## src/hw/rtl/bbdlm_pkg.sv

```systemverilog
// Package for the bass beat detector / level meter: beat and config types,
// register and sequencer codes, fixed-point constants. No dependencies.
`default_nettype none

package bbdlm_pkg;

  typedef struct packed {
    logic [31:0]        now_ms;
    logic [23:0]        bass_tone_a;
    logic [23:0]        bass_tone_b;
    logic signed [15:0] peak_low_db;
    logic signed [15:0] peak_mid_db;
    logic signed [15:0] peak_high_db;
    logic               audio_stopped;
    logic               update_busy;
    logic               link_connected;
  } in_beat_t;

  typedef struct packed {
    logic       beat_led;
    logic       levels_valid;
    logic [6:0] level_low;
    logic [6:0] level_mid;
    logic [6:0] level_high;
  } out_beat_t;

  typedef struct packed {
    logic [23:0] bass_min_level;
    logic [15:0] smooth_alpha;
    logic [15:0] average_alpha;
    logic [15:0] ratio_threshold;
    logic [15:0] min_beat_gap_ms;
    logic [15:0] flash_time_ms;
    logic [15:0] levels_period_ms;
  } cfg_t;

  typedef enum logic [2:0] {
    REG_BASS_MIN      = 3'd0,
    REG_SMOOTH_ALPHA  = 3'd1,
    REG_AVERAGE_ALPHA = 3'd2,
    REG_RATIO_THR     = 3'd3,
    REG_MIN_GAP       = 3'd4,
    REG_FLASH_TIME    = 3'd5,
    REG_LEVELS_PERIOD = 3'd6
  } reg_idx_t;

  typedef enum logic [2:0] {
    ST_IDLE,
    ST_ISSUE,
    ST_APPLY,
    ST_FLASH,
    ST_DONE
  } state_t;

  typedef enum logic [3:0] {
    OP_SMOOTH,
    OP_AVERAGE,
    OP_DECAY_SM,
    OP_DECAY_AVG,
    OP_THR_EPS,
    OP_THR_AVG,
    OP_EASE_LOW,
    OP_EASE_MID,
    OP_EASE_HIGH,
    OP_MAP_LOW,
    OP_MAP_MID,
    OP_MAP_HIGH
  } op_t;

  localparam logic [23:0] RST_BASS_MIN      = 24'd41;
  localparam logic [15:0] RST_SMOOTH_ALPHA  = 16'd19661;
  localparam logic [15:0] RST_AVERAGE_ALPHA = 16'd655;
  localparam logic [15:0] RST_RATIO_THR     = 16'd384;
  localparam logic [15:0] RST_MIN_GAP       = 16'd200;
  localparam logic [15:0] RST_FLASH_TIME    = 16'd50;
  localparam logic [15:0] RST_LEVELS_PERIOD = 16'd50;

  localparam logic [15:0] DECAY_FAST = 16'd58982;   // 0.9
  localparam logic [15:0] DECAY_SLOW = 16'd65470;   // 0.999
  localparam logic [15:0] EASE_PEAK  = 16'd39322;   // 0.6
  localparam logic [15:0] EASE_STOP  = 16'd9830;    // 0.15
  localparam logic [31:0] EPS_Q32    = 32'd4295;    // 1e-6 in Q0.32
  // floor(y/15) = (y * 2185) >> 15 for y below 4681
  localparam logic [15:0] MAP_RECIP  = 16'd2185;
  localparam logic signed [15:0] FLOOR_DB = -16'sd15360;  // -60 dB Q7.8
  localparam logic [20:0] MAP_BIAS   = 21'd7680;
  localparam logic [48:0] ROUND_HALF = 49'd32768;

endpackage

`default_nettype wire

```

## src/hw/rtl/bbdlm_regs.sv

```systemverilog
// APB-style configuration register file for the beat detector / level meter.
// Depends on bbdlm_pkg (cfg_t, reg_idx_t, reset values).
`default_nettype none

module bbdlm_regs
  import bbdlm_pkg::*;
(
  input  wire logic        clk,
  input  wire logic        rst_n,
  input  wire logic        psel,
  input  wire logic        penable,
  input  wire logic        pwrite,
  input  wire logic [4:0]  paddr,
  input  wire logic [31:0] pwdata,
  output logic      [31:0] prdata,
  output cfg_t             cfg
);

  cfg_t     cfg_r;
  reg_idx_t idx;
  logic     wr_en;

  assign idx   = reg_idx_t'(paddr[4:2]);
  assign wr_en = psel && penable && pwrite;
  assign cfg   = cfg_r;

  always_ff @(posedge clk) begin
    if (!rst_n) begin
      cfg_r.bass_min_level   <= RST_BASS_MIN;
      cfg_r.smooth_alpha     <= RST_SMOOTH_ALPHA;
      cfg_r.average_alpha    <= RST_AVERAGE_ALPHA;
      cfg_r.ratio_threshold  <= RST_RATIO_THR;
      cfg_r.min_beat_gap_ms  <= RST_MIN_GAP;
      cfg_r.flash_time_ms    <= RST_FLASH_TIME;
      cfg_r.levels_period_ms <= RST_LEVELS_PERIOD;
    end else if (wr_en) begin
      case (idx)
        REG_BASS_MIN:      cfg_r.bass_min_level   <= pwdata[23:0];
        REG_SMOOTH_ALPHA:  cfg_r.smooth_alpha     <= pwdata[15:0];
        REG_AVERAGE_ALPHA: cfg_r.average_alpha    <= pwdata[15:0];
        REG_RATIO_THR:     cfg_r.ratio_threshold  <= pwdata[15:0];
        REG_MIN_GAP:       cfg_r.min_beat_gap_ms  <= pwdata[15:0];
        REG_FLASH_TIME:    cfg_r.flash_time_ms    <= pwdata[15:0];
        REG_LEVELS_PERIOD: cfg_r.levels_period_ms <= pwdata[15:0];
        default: ;
      endcase
    end
  end

  always_comb begin
    case (idx)
      REG_BASS_MIN:      prdata = {8'd0, cfg_r.bass_min_level};
      REG_SMOOTH_ALPHA:  prdata = {16'd0, cfg_r.smooth_alpha};
      REG_AVERAGE_ALPHA: prdata = {16'd0, cfg_r.average_alpha};
      REG_RATIO_THR:     prdata = {16'd0, cfg_r.ratio_threshold};
      REG_MIN_GAP:       prdata = {16'd0, cfg_r.min_beat_gap_ms};
      REG_FLASH_TIME:    prdata = {16'd0, cfg_r.flash_time_ms};
      REG_LEVELS_PERIOD: prdata = {16'd0, cfg_r.levels_period_ms};
      default:           prdata = 32'd0;
    endcase
  end

endmodule

`default_nettype wire

```

## src/hw/rtl/bbdlm_mul.sv

```systemverilog
// Shared 32x16 unsigned multiplier with registered product.
// Depends on bbdlm_pkg only by convention; no types used.
`default_nettype none

module bbdlm_mul
  import bbdlm_pkg::*;
(
  input  wire logic        clk,
  input  wire logic        en,
  input  wire logic [31:0] a,
  input  wire logic [15:0] b,
  output logic      [47:0] prod_r
);

  always_ff @(posedge clk) begin
    if (en) begin
      prod_r <= {16'd0, a} * {32'd0, b};
    end
  end

endmodule

`default_nettype wire

```

## src/hw/rtl/bass_beat_detector_level_meter.sv

```systemverilog
// Bass beat detector and three-band level meter, one shared 32x16 multiplier.
// Each product goes through an issue state and an apply state. Worst-case tick: 4 bass
// products, the flash/period state, 3 ease and 3 map products, then the output state. A new
// beat is taken only once back in idle, after the result is loaded, which out_stall can hold off.
// Busy ticks go straight to the output state. Decay-only or no-level ticks are shorter.
// rst_n (sync): config to defaults, meters to -60 dB, control state cleared; payloads not reset.
`default_nettype none

module bass_beat_detector_level_meter
  import bbdlm_pkg::*;
(
  input  wire logic        clk,
  input  wire logic        rst_n,
  input  wire logic        in_valid,
  output logic             in_stall,
  input  wire in_beat_t    in_data,
  output logic             out_valid,
  input  wire logic        out_stall,
  output out_beat_t        out_data,
  input  wire logic        cfg_psel,
  input  wire logic        cfg_penable,
  input  wire logic        cfg_pwrite,
  input  wire logic [4:0]  cfg_paddr,
  input  wire logic [31:0] cfg_pwdata,
  output logic      [31:0] cfg_prdata,
  output logic             cfg_pready
);

  cfg_t   cfg;
  state_t state_r, state_nxt;
  op_t    op_r, op_nxt;

  in_beat_t  in_r;
  out_beat_t out_data_r, out_nxt;
  logic      out_valid_r;

  logic [31:0]        sm_r, avg_r;
  logic [31:0]        last_beat_r, flash_end_r, last_levels_r;
  logic               flash_on_r, led_r, fresh_r, neg_r;
  logic signed [15:0] m_low_r, m_mid_r, m_high_r;
  logic [8:0]         eh_r;
  logic [6:0]         pos_low_r, pos_mid_r, pos_high_r;

  logic        in_accept, mul_en, out_load, neg_nxt;
  logic [31:0] mul_a;
  logic [15:0] mul_b;
  logic [47:0] prod_r;

  logic [24:0] in_bass, r_bass;
  logic        in_bass_ok;
  logic [31:0] u_base, u_tgt, u_mag;
  logic        u_neg;
  logic signed [15:0] m_sel, peak_sel, m_tgt, m_clamp;
  logic signed [16:0] m_diff;
  logic [16:0] m_mag17;
  logic [15:0] x16;
  logic [20:0] y21;
  logic [48:0] rnd_sum;
  logic [32:0] rnd;
  logic [31:0] sm_step, avg_step;
  logic [15:0] m_step;
  logic        beat_hit, gap_ok, levels_due, flash_done;
  logic [31:0] now_r;

  assign cfg_pready = 1'b1;

  bbdlm_regs u_regs (
    .clk     (clk),
    .rst_n   (rst_n),
    .psel    (cfg_psel),
    .penable (cfg_penable),
    .pwrite  (cfg_pwrite),
    .paddr   (cfg_paddr),
    .pwdata  (cfg_pwdata),
    .prdata  (cfg_prdata),
    .cfg     (cfg)
  );

  bbdlm_mul u_mul (
    .clk    (clk),
    .en     (mul_en),
    .a      (mul_a),
    .b      (mul_b),
    .prod_r (prod_r)
  );

  assign in_accept = in_valid && !in_stall;
  assign out_valid = out_valid_r;
  assign out_data  = out_data_r;
  assign now_r     = in_r.now_ms;

  assign in_bass    = {1'b0, in_data.bass_tone_a} + {1'b0, in_data.bass_tone_b};
  assign r_bass     = {1'b0, in_r.bass_tone_a} + {1'b0, in_r.bass_tone_b};
  assign in_bass_ok = in_bass >= {1'b0, cfg.bass_min_level};

  // operand selection for the op being issued
  always_comb begin
    u_base = (op_r == OP_AVERAGE) ? avg_r : sm_r;
    u_tgt  = (op_r == OP_AVERAGE) ? sm_r : {7'd0, r_bass};
    u_neg  = u_tgt < u_base;
    u_mag  = u_neg ? (u_base - u_tgt) : (u_tgt - u_base);

    if (op_r inside {OP_EASE_LOW, OP_MAP_LOW}) begin
      m_sel    = m_low_r;
      peak_sel = in_r.peak_low_db;
    end else if (op_r inside {OP_EASE_MID, OP_MAP_MID}) begin
      m_sel    = m_mid_r;
      peak_sel = in_r.peak_mid_db;
    end else begin
      m_sel    = m_high_r;
      peak_sel = in_r.peak_high_db;
    end
    m_tgt   = in_r.audio_stopped ? FLOOR_DB : peak_sel;
    m_diff  = {m_tgt[15], m_tgt} - {m_sel[15], m_sel};
    m_mag17 = m_diff[16] ? (17'd0 - m_diff) : m_diff;

    if (m_sel < FLOOR_DB) begin
      m_clamp = FLOOR_DB;
    end else if (m_sel > 16'sd0) begin
      m_clamp = 16'sd0;
    end else begin
      m_clamp = m_sel;
    end
    x16 = m_clamp - FLOOR_DB;
    // x*100 + half of 15360, then /1024; the /15 goes through the multiplier
    y21 = ({7'd0, x16[13:0]} << 6) + ({7'd0, x16[13:0]} << 5)
        + ({7'd0, x16[13:0]} << 2) + MAP_BIAS;

    mul_a   = 32'd0;
    mul_b   = 16'd0;
    neg_nxt = 1'b0;
    case (op_r)
      OP_SMOOTH: begin
        mul_a = u_mag; mul_b = cfg.smooth_alpha; neg_nxt = u_neg;
      end
      OP_AVERAGE: begin
        mul_a = u_mag; mul_b = cfg.average_alpha; neg_nxt = u_neg;
      end
      OP_DECAY_SM: begin
        mul_a = sm_r; mul_b = DECAY_FAST;
      end
      OP_DECAY_AVG: begin
        mul_a = avg_r; mul_b = DECAY_SLOW;
      end
      OP_THR_EPS: begin
        mul_a = EPS_Q32; mul_b = cfg.ratio_threshold;
      end
      OP_THR_AVG: begin
        mul_a = avg_r; mul_b = cfg.ratio_threshold;
      end
      OP_EASE_LOW, OP_EASE_MID, OP_EASE_HIGH: begin
        mul_a   = {16'd0, m_mag17[15:0]};
        mul_b   = in_r.audio_stopped ? EASE_STOP : EASE_PEAK;
        neg_nxt = m_diff[16];
      end
      OP_MAP_LOW, OP_MAP_MID, OP_MAP_HIGH: begin
        mul_a = {21'd0, y21[20:10]}; mul_b = MAP_RECIP;
      end
      default: ;
    endcase
  end

  // apply side: round half away from zero, done on the magnitude
  assign rnd_sum  = {1'b0, prod_r} + ROUND_HALF;
  assign rnd      = rnd_sum[48:16];
  assign sm_step  = neg_r ? (sm_r - rnd[31:0]) : (sm_r + rnd[31:0]);
  assign avg_step = neg_r ? (avg_r - rnd[31:0]) : (avg_r + rnd[31:0]);
  assign m_step   = neg_r ? ($unsigned(m_sel) - rnd[15:0]) : ($unsigned(m_sel) + rnd[15:0]);

  // (sm << 28) > thr*((avg << 20) + eps)  <=>  (sm << 8) > thr*avg + (thr*eps >> 20)
  assign beat_hit   = {9'd0, sm_r, 8'd0} > ({1'b0, prod_r} + {40'd0, eh_r});
  assign gap_ok     = (now_r - last_beat_r) > {16'd0, cfg.min_beat_gap_ms};
  assign levels_due = (now_r - last_levels_r) >= {16'd0, cfg.levels_period_ms};
  assign flash_done = flash_on_r && (now_r >= flash_end_r);

  // next state
  always_comb begin
    state_nxt = state_r;
    op_nxt    = op_r;
    case (state_r)
      ST_IDLE: begin
        if (in_accept) begin
          if (in_data.update_busy) begin
            state_nxt = ST_DONE;
          end else begin
            state_nxt = ST_ISSUE;
            op_nxt    = in_bass_ok ? OP_SMOOTH : OP_DECAY_SM;
          end
        end
      end
      ST_ISSUE: state_nxt = ST_APPLY;
      ST_APPLY: begin
        state_nxt = ST_ISSUE;
        case (op_r)
          OP_SMOOTH:    op_nxt = OP_AVERAGE;
          OP_AVERAGE: begin
            if (avg_step != 32'd0) begin
              op_nxt = OP_THR_EPS;
            end else begin
              state_nxt = ST_FLASH;
            end
          end
          OP_THR_EPS:   op_nxt = OP_THR_AVG;
          OP_DECAY_SM:  op_nxt = OP_DECAY_AVG;
          OP_THR_AVG,
          OP_DECAY_AVG: state_nxt = ST_FLASH;
          OP_EASE_LOW:  op_nxt = OP_EASE_MID;
          OP_EASE_MID:  op_nxt = OP_EASE_HIGH;
          OP_EASE_HIGH: begin
            if (fresh_r) begin
              op_nxt = OP_MAP_LOW;
            end else begin
              state_nxt = ST_DONE;
            end
          end
          OP_MAP_LOW:   op_nxt = OP_MAP_MID;
          OP_MAP_MID:   op_nxt = OP_MAP_HIGH;
          default:      state_nxt = ST_DONE;
        endcase
      end
      ST_FLASH: begin
        if (levels_due) begin
          state_nxt = ST_ISSUE;
          op_nxt    = OP_EASE_LOW;
        end else begin
          state_nxt = ST_DONE;
        end
      end
      ST_DONE: begin
        if (out_load) begin
          state_nxt = ST_IDLE;
        end
      end
      default: state_nxt = ST_IDLE;
    endcase
  end

  // control outputs
  always_comb begin
    in_stall = (state_r != ST_IDLE);
    mul_en   = (state_r == ST_ISSUE);
    out_load = (state_r == ST_DONE) && (!out_valid_r || !out_stall);
  end

  always_comb begin
    out_nxt.beat_led     = led_r;
    out_nxt.levels_valid = fresh_r;
    out_nxt.level_low    = fresh_r ? pos_low_r : 7'd0;
    out_nxt.level_mid    = fresh_r ? pos_mid_r : 7'd0;
    out_nxt.level_high   = fresh_r ? pos_high_r : 7'd0;
  end

  always_ff @(posedge clk) begin
    if (!rst_n) begin
      state_r       <= ST_IDLE;
      op_r          <= OP_SMOOTH;
      out_valid_r   <= 1'b0;
      sm_r          <= 32'd0;
      avg_r         <= 32'd0;
      last_beat_r   <= 32'd0;
      flash_end_r   <= 32'd0;
      last_levels_r <= 32'd0;
      flash_on_r    <= 1'b0;
      led_r         <= 1'b0;
      fresh_r       <= 1'b0;
      m_low_r       <= FLOOR_DB;
      m_mid_r       <= FLOOR_DB;
      m_high_r      <= FLOOR_DB;
    end else begin
      state_r <= state_nxt;
      op_r    <= op_nxt;

      if (out_load) begin
        out_valid_r <= 1'b1;
      end else if (!out_stall) begin
        out_valid_r <= 1'b0;
      end

      if (in_accept) begin
        fresh_r <= 1'b0;
        if (in_data.update_busy) begin
          led_r <= 1'b0;
        end
      end

      if (state_r == ST_APPLY) begin
        case (op_r)
          OP_SMOOTH:    sm_r  <= sm_step;
          OP_AVERAGE:   avg_r <= avg_step;
          OP_DECAY_SM:  sm_r  <= prod_r[47:16];
          OP_DECAY_AVG: avg_r <= prod_r[47:16];
          OP_THR_AVG: begin
            if (beat_hit && gap_ok) begin
              led_r       <= 1'b1;
              flash_on_r  <= 1'b1;
              flash_end_r <= now_r + {16'd0, cfg.flash_time_ms};
              last_beat_r <= now_r;
            end
          end
          OP_EASE_LOW:  m_low_r  <= signed'(m_step);
          OP_EASE_MID:  m_mid_r  <= signed'(m_step);
          OP_EASE_HIGH: m_high_r <= signed'(m_step);
          default: ;
        endcase
      end

      if (state_r == ST_FLASH) begin
        if (flash_done) begin
          led_r      <= 1'b0;
          flash_on_r <= 1'b0;
        end
        if (levels_due) begin
          last_levels_r <= now_r;
          fresh_r       <= in_r.link_connected;
        end
      end
    end
  end

  // payload registers
  always_ff @(posedge clk) begin
    if (in_accept) begin
      in_r <= in_data;
    end
    if (state_r == ST_ISSUE) begin
      neg_r <= neg_nxt;
    end
    if (state_r == ST_APPLY) begin
      case (op_r)
        OP_THR_EPS:  eh_r       <= prod_r[28:20];
        OP_MAP_LOW:  pos_low_r  <= prod_r[21:15];
        OP_MAP_MID:  pos_mid_r  <= prod_r[21:15];
        OP_MAP_HIGH: pos_high_r <= prod_r[21:15];
        default: ;
      endcase
    end
    if (out_load) begin
      out_data_r <= out_nxt;
    end
  end

endmodule

`default_nettype wire

```

## config.mk

```make
export PLATFORM = sky130hd
export DESIGN_NAME = bass_beat_detector_level_meter
export DESIGN_NICKNAME = d
export VERILOG_FILES = /design/src/hw/rtl/bbdlm_pkg.sv /design/src/hw/rtl/bbdlm_regs.sv /design/src/hw/rtl/bbdlm_mul.sv /design/src/hw/rtl/bass_beat_detector_level_meter.sv
export SDC_FILE = /design/constraint.sdc
export NUM_CORES = 2
export LEC_CHECK = 0
export ABC_AREA = 1
export BUFFER_PORTS_ARGS = -buffer_cell sky130_fd_sc_hd__buf_2
export CELL_PAD_IN_SITES_DETAIL_PLACEMENT = 0
export CELL_PAD_IN_SITES_GLOBAL_PLACEMENT = 1
export CORE_AREA = 2 2 360 362
export CTS_CLUSTER_DIAMETER = 60
export DETAILED_ROUTE_END_ITERATION = 10
export DIE_AREA = 0 0 362 364
export PLACE_DENSITY = 0.89
export RECOVER_POWER = 100
export SLEW_MARGIN = 30
export SYNTH_ARGS = -nofsm -noshare
export SYNTH_HDL_FRONTEND = slang
export SYNTH_HIERARCHICAL = 1
export SYNTH_SLANG_ARGS = --single-unit
```

## constraint.sdc

```tcl
create_clock -name clk -period 27.4 [get_ports clk]
set_clock_uncertainty 0.2 [all_clocks]
set_input_delay 5.48 -clock clk [delete_from_list [all_inputs] [get_ports clk]]
set_output_delay 5.48 -clock clk [all_outputs]
set_load 0.1 [all_outputs]
```

==> flow_summary.yaml <==
routing:
  routed_wl_um: 231000
  drt-vias-per-instance: 5.57
  initialDrtViolationCount: 6229
  num_vias: 62400
  route.top_layer_used: "met5"
  wl_per_cell_um: 20.6
  drtAntennaViolNets: 0
  wl_met1_um: 101000
  drc: 0
  drtPass1Iterations: 6
  wl_met2_um: 100000
  routed-wl-met3_um: 20600
timing:
  max_freq_ghz: 0.0624
  period_minus_slack_ps: 16020
  grt_setup_unrepaired: "false"
  final_hold_viol_count: 0
  fin_crit_sh_pct: 58.5
  fin_tns_setup_ps: 0
  worst_slew_pin_slew_ps: 4400
  setup_viol: 0
  drv_slew: 735
  slew_headroom_pct: -194
synth:
  ys_ff_latch: 571
  synthMuxAreaShare_pct: 0.0947
  synth_area_um2: 64700
  syn_inst: 9394
  synthFlopType: "dfxtp_1"
  synth-simple-area-share_pct: 27.4
  synthDistinctLibCells: 68
  synth-seq-area-share_pct: 21.2
  synthXorXnorAreaFrac_pct: 3.72
  avgSynthCellArea_um2: 6.89
  yosys_warnings: 6
  async_flop_share_pct: 0
  synth_edf_count: 232
  synth_fa_ha_area_share_pct: 23.7
  synth_top_family_by_area: "simple AND/OR/NAND/NOR gates"
  synth_compound_area_share_pct: 11.8
die:
  rows: 132
  die_x_um: 362
  core_um2: 128000
  start_util_pct: 50.4
  die_h_um: 364
  die-area_um2: 132000
  io_pins: 233
clocking:
  cts_hold_buffers: 0
  clock_path_buffers: 3
  path_clk_slew_ps: 60
  htree_levels: 3
  clk_latency_ps: 700
  cts_root_buf: "clkbuf_16"
  cts_tree: "yes"
  cts_resized: 0
  postCtsSetupRepairBufs: 0
  cts.sinks: 571
  cts_buffers: 75
setup_path:
  critPathKind: "input pin to output port"
  end_kind: "output port"
  cp_max_fo: 39
  cp.arrival_ps: 10340
  cp-start-kind: "input pin"
  cp.required_ps: 21720
final_layout:
  seqCellArea_um2: 13800
  multiInputGateArea_um2: 43200
  nets: 10600
  num-fill-cells: 12800
  area_growth_syn_to_layout_pct: 7.65
  antenna_cells: 0
  layout_common_cells: "nand2_1 (2364), inv_1 (1680), nor2_1 (872), a21oi_1 (616), ha_1 (520)"
  layout_commonest_cell: "nand2_1"
  drive_above_1_share_pct: 5.62
global_routing:
  grt_max_degree: 98
  grt_first_pass_wirelength_um: 352000
  grt_pass1_vias: 59500
  grt_usage_pct: 34.8
  gr-total-overflow: 0
  antenna_found_initial: 5
placed_design:
  place_congestion: 1.03
  port_buffers: 213
  dp_hpwl_um: 185000
outcome:
  violations: "capacitance limit, slew limit"
  status: "finished with violations"
job:
  cap_violations: 13
hold_path:
  hold_class: "flop to flop"
layout make-up:
type / instances / area share [%]
Clock buffer: 103 / 3.00
Timing Repair Buffer: 305 / 2.27
Multi-Input combinational cell: 6804 / 62.0
Sequential cell: 571 / 19.7
Inverter: 1705 / 9.19
Clock inverter: 35 / 0.769
Tap cell: 1675 / 3.01
flip-flops by register name, summed over array words and instances (netlist names), 9 cells and up:
signal	count
avg_r	32
eh_r	9
flash_end_r	32
in_r	98
last_beat_r	32
last_levels_r	32
m_high_r	16
m_low_r	16
m_mid_r	16
now_r	32
out_data	23
sm_r	32
u_mul/prod_r	48
u_regs/cfg	120
path summary, 6_finish.rpt:
| kind | from | endpoint | slack (ps) | cells past startpoint |
|---|---|---|---|---|
| worst max-delay path | cfg_paddr[3] | cfg_prdata[22] | 11380 | 6 |
| worst min-delay path | led_r | out_data[22] | 240 | 0 |
| worst max register to register | op_r[1] | u_mul/prod_r[34] | 12940 | 53 |
| worst min register to register | led_r | out_data[22] | 240 | 0 |
critical path: stages:
cell and delay, ps:
buf_2 100, buf_4 290, nor2_1 2060, nand2_1 1120
nor2_1 350, clkbuf_1 890
layer usage:
layer | GRT usage, % | vias to the layer above
li1 | - | 29800
met5 | 0 | -
met3 | 6.30 | 386
met2 | 54.1 | 2528
met1 | 48.3 | 29700
met4 | 12.9 | 2
cells in the mapped netlist (all sizes together) (4+ instances only):
master | instances | share of area [%]
o21a | 32 | 0.37
or2 | 26 | 0.25
nand3 | 487 | 4.0
o31ai | 5 | 0.058
a211oi | 18 | 0.21
a21o | 19 | 0.22
nor4 | 21 | 0.20
ha | 520 | 10
nor2 | 950 | 6.1
a31oi | 27 | 0.26
a22oi | 22 | 0.26
nor3b | 4 | 0.046
clkbuf | 248 | 1.4
xor2 | 196 | 2.7
edfxtp | 232 | 11
o21bai | 28 | 0.33
xnor2 | 78 | 1.1
fa | 440 | 14
nor3 | 70 | 0.54
o21ai | 486 | 3.8
clkinv | 6 | 0.035
a221oi | 13 | 0.18
mux2i | 5 | 0.077
o221ai | 10 | 0.14
o2111ai | 13 | 0.18
nand2 | 2441 | 15
inv | 1699 | 9.9
o22ai | 9 | 0.087
nand3b | 33 | 0.38
o211ai | 46 | 0.53
a21boi | 22 | 0.26
and2 | 4 | 0.039
dfxtp | 339 | 10
nand4 | 133 | 1.3
a21oi | 621 | 4.8
buf | 73 | 0.72
through the flow:
| step | setup slack (ps) | instances | hold WS [ps] | area [um^2] | util (%) |
|---|---|---|---|---|---|
| final | 11380 | 11200 | 236 | 69700 | 54.3 |
| after global routing | 11270 | 11200 | 250 | 69700 | 54.3 |
| after CTS | 13760 | 11200 | 237 | 70000 | 54.5 |
| after detailed placement | 13820 | 11100 | 223 | 67300 | 52.5 |
| after global placement | 13640 | 11100 | 211 | 67300 | 52.5 |
| after floorplan | 14540 | 9401 | 206 | 64800 | - |
cell families after synthesis:
| group | count (synthesis) |
|---|---|
| simple gates | 4173 |
| buf+inv | 2026 |
| compound gates | 1382 |
| fa+ha+maj | 960 |
| flops | 571 |
| xor+xnor | 274 |
| mux | 6 |
| other cells | 2 |
Power is left out: the tool's default activity adds up to more than one toggle a clock period on the data nets, which glitch-free logic cannot reach.
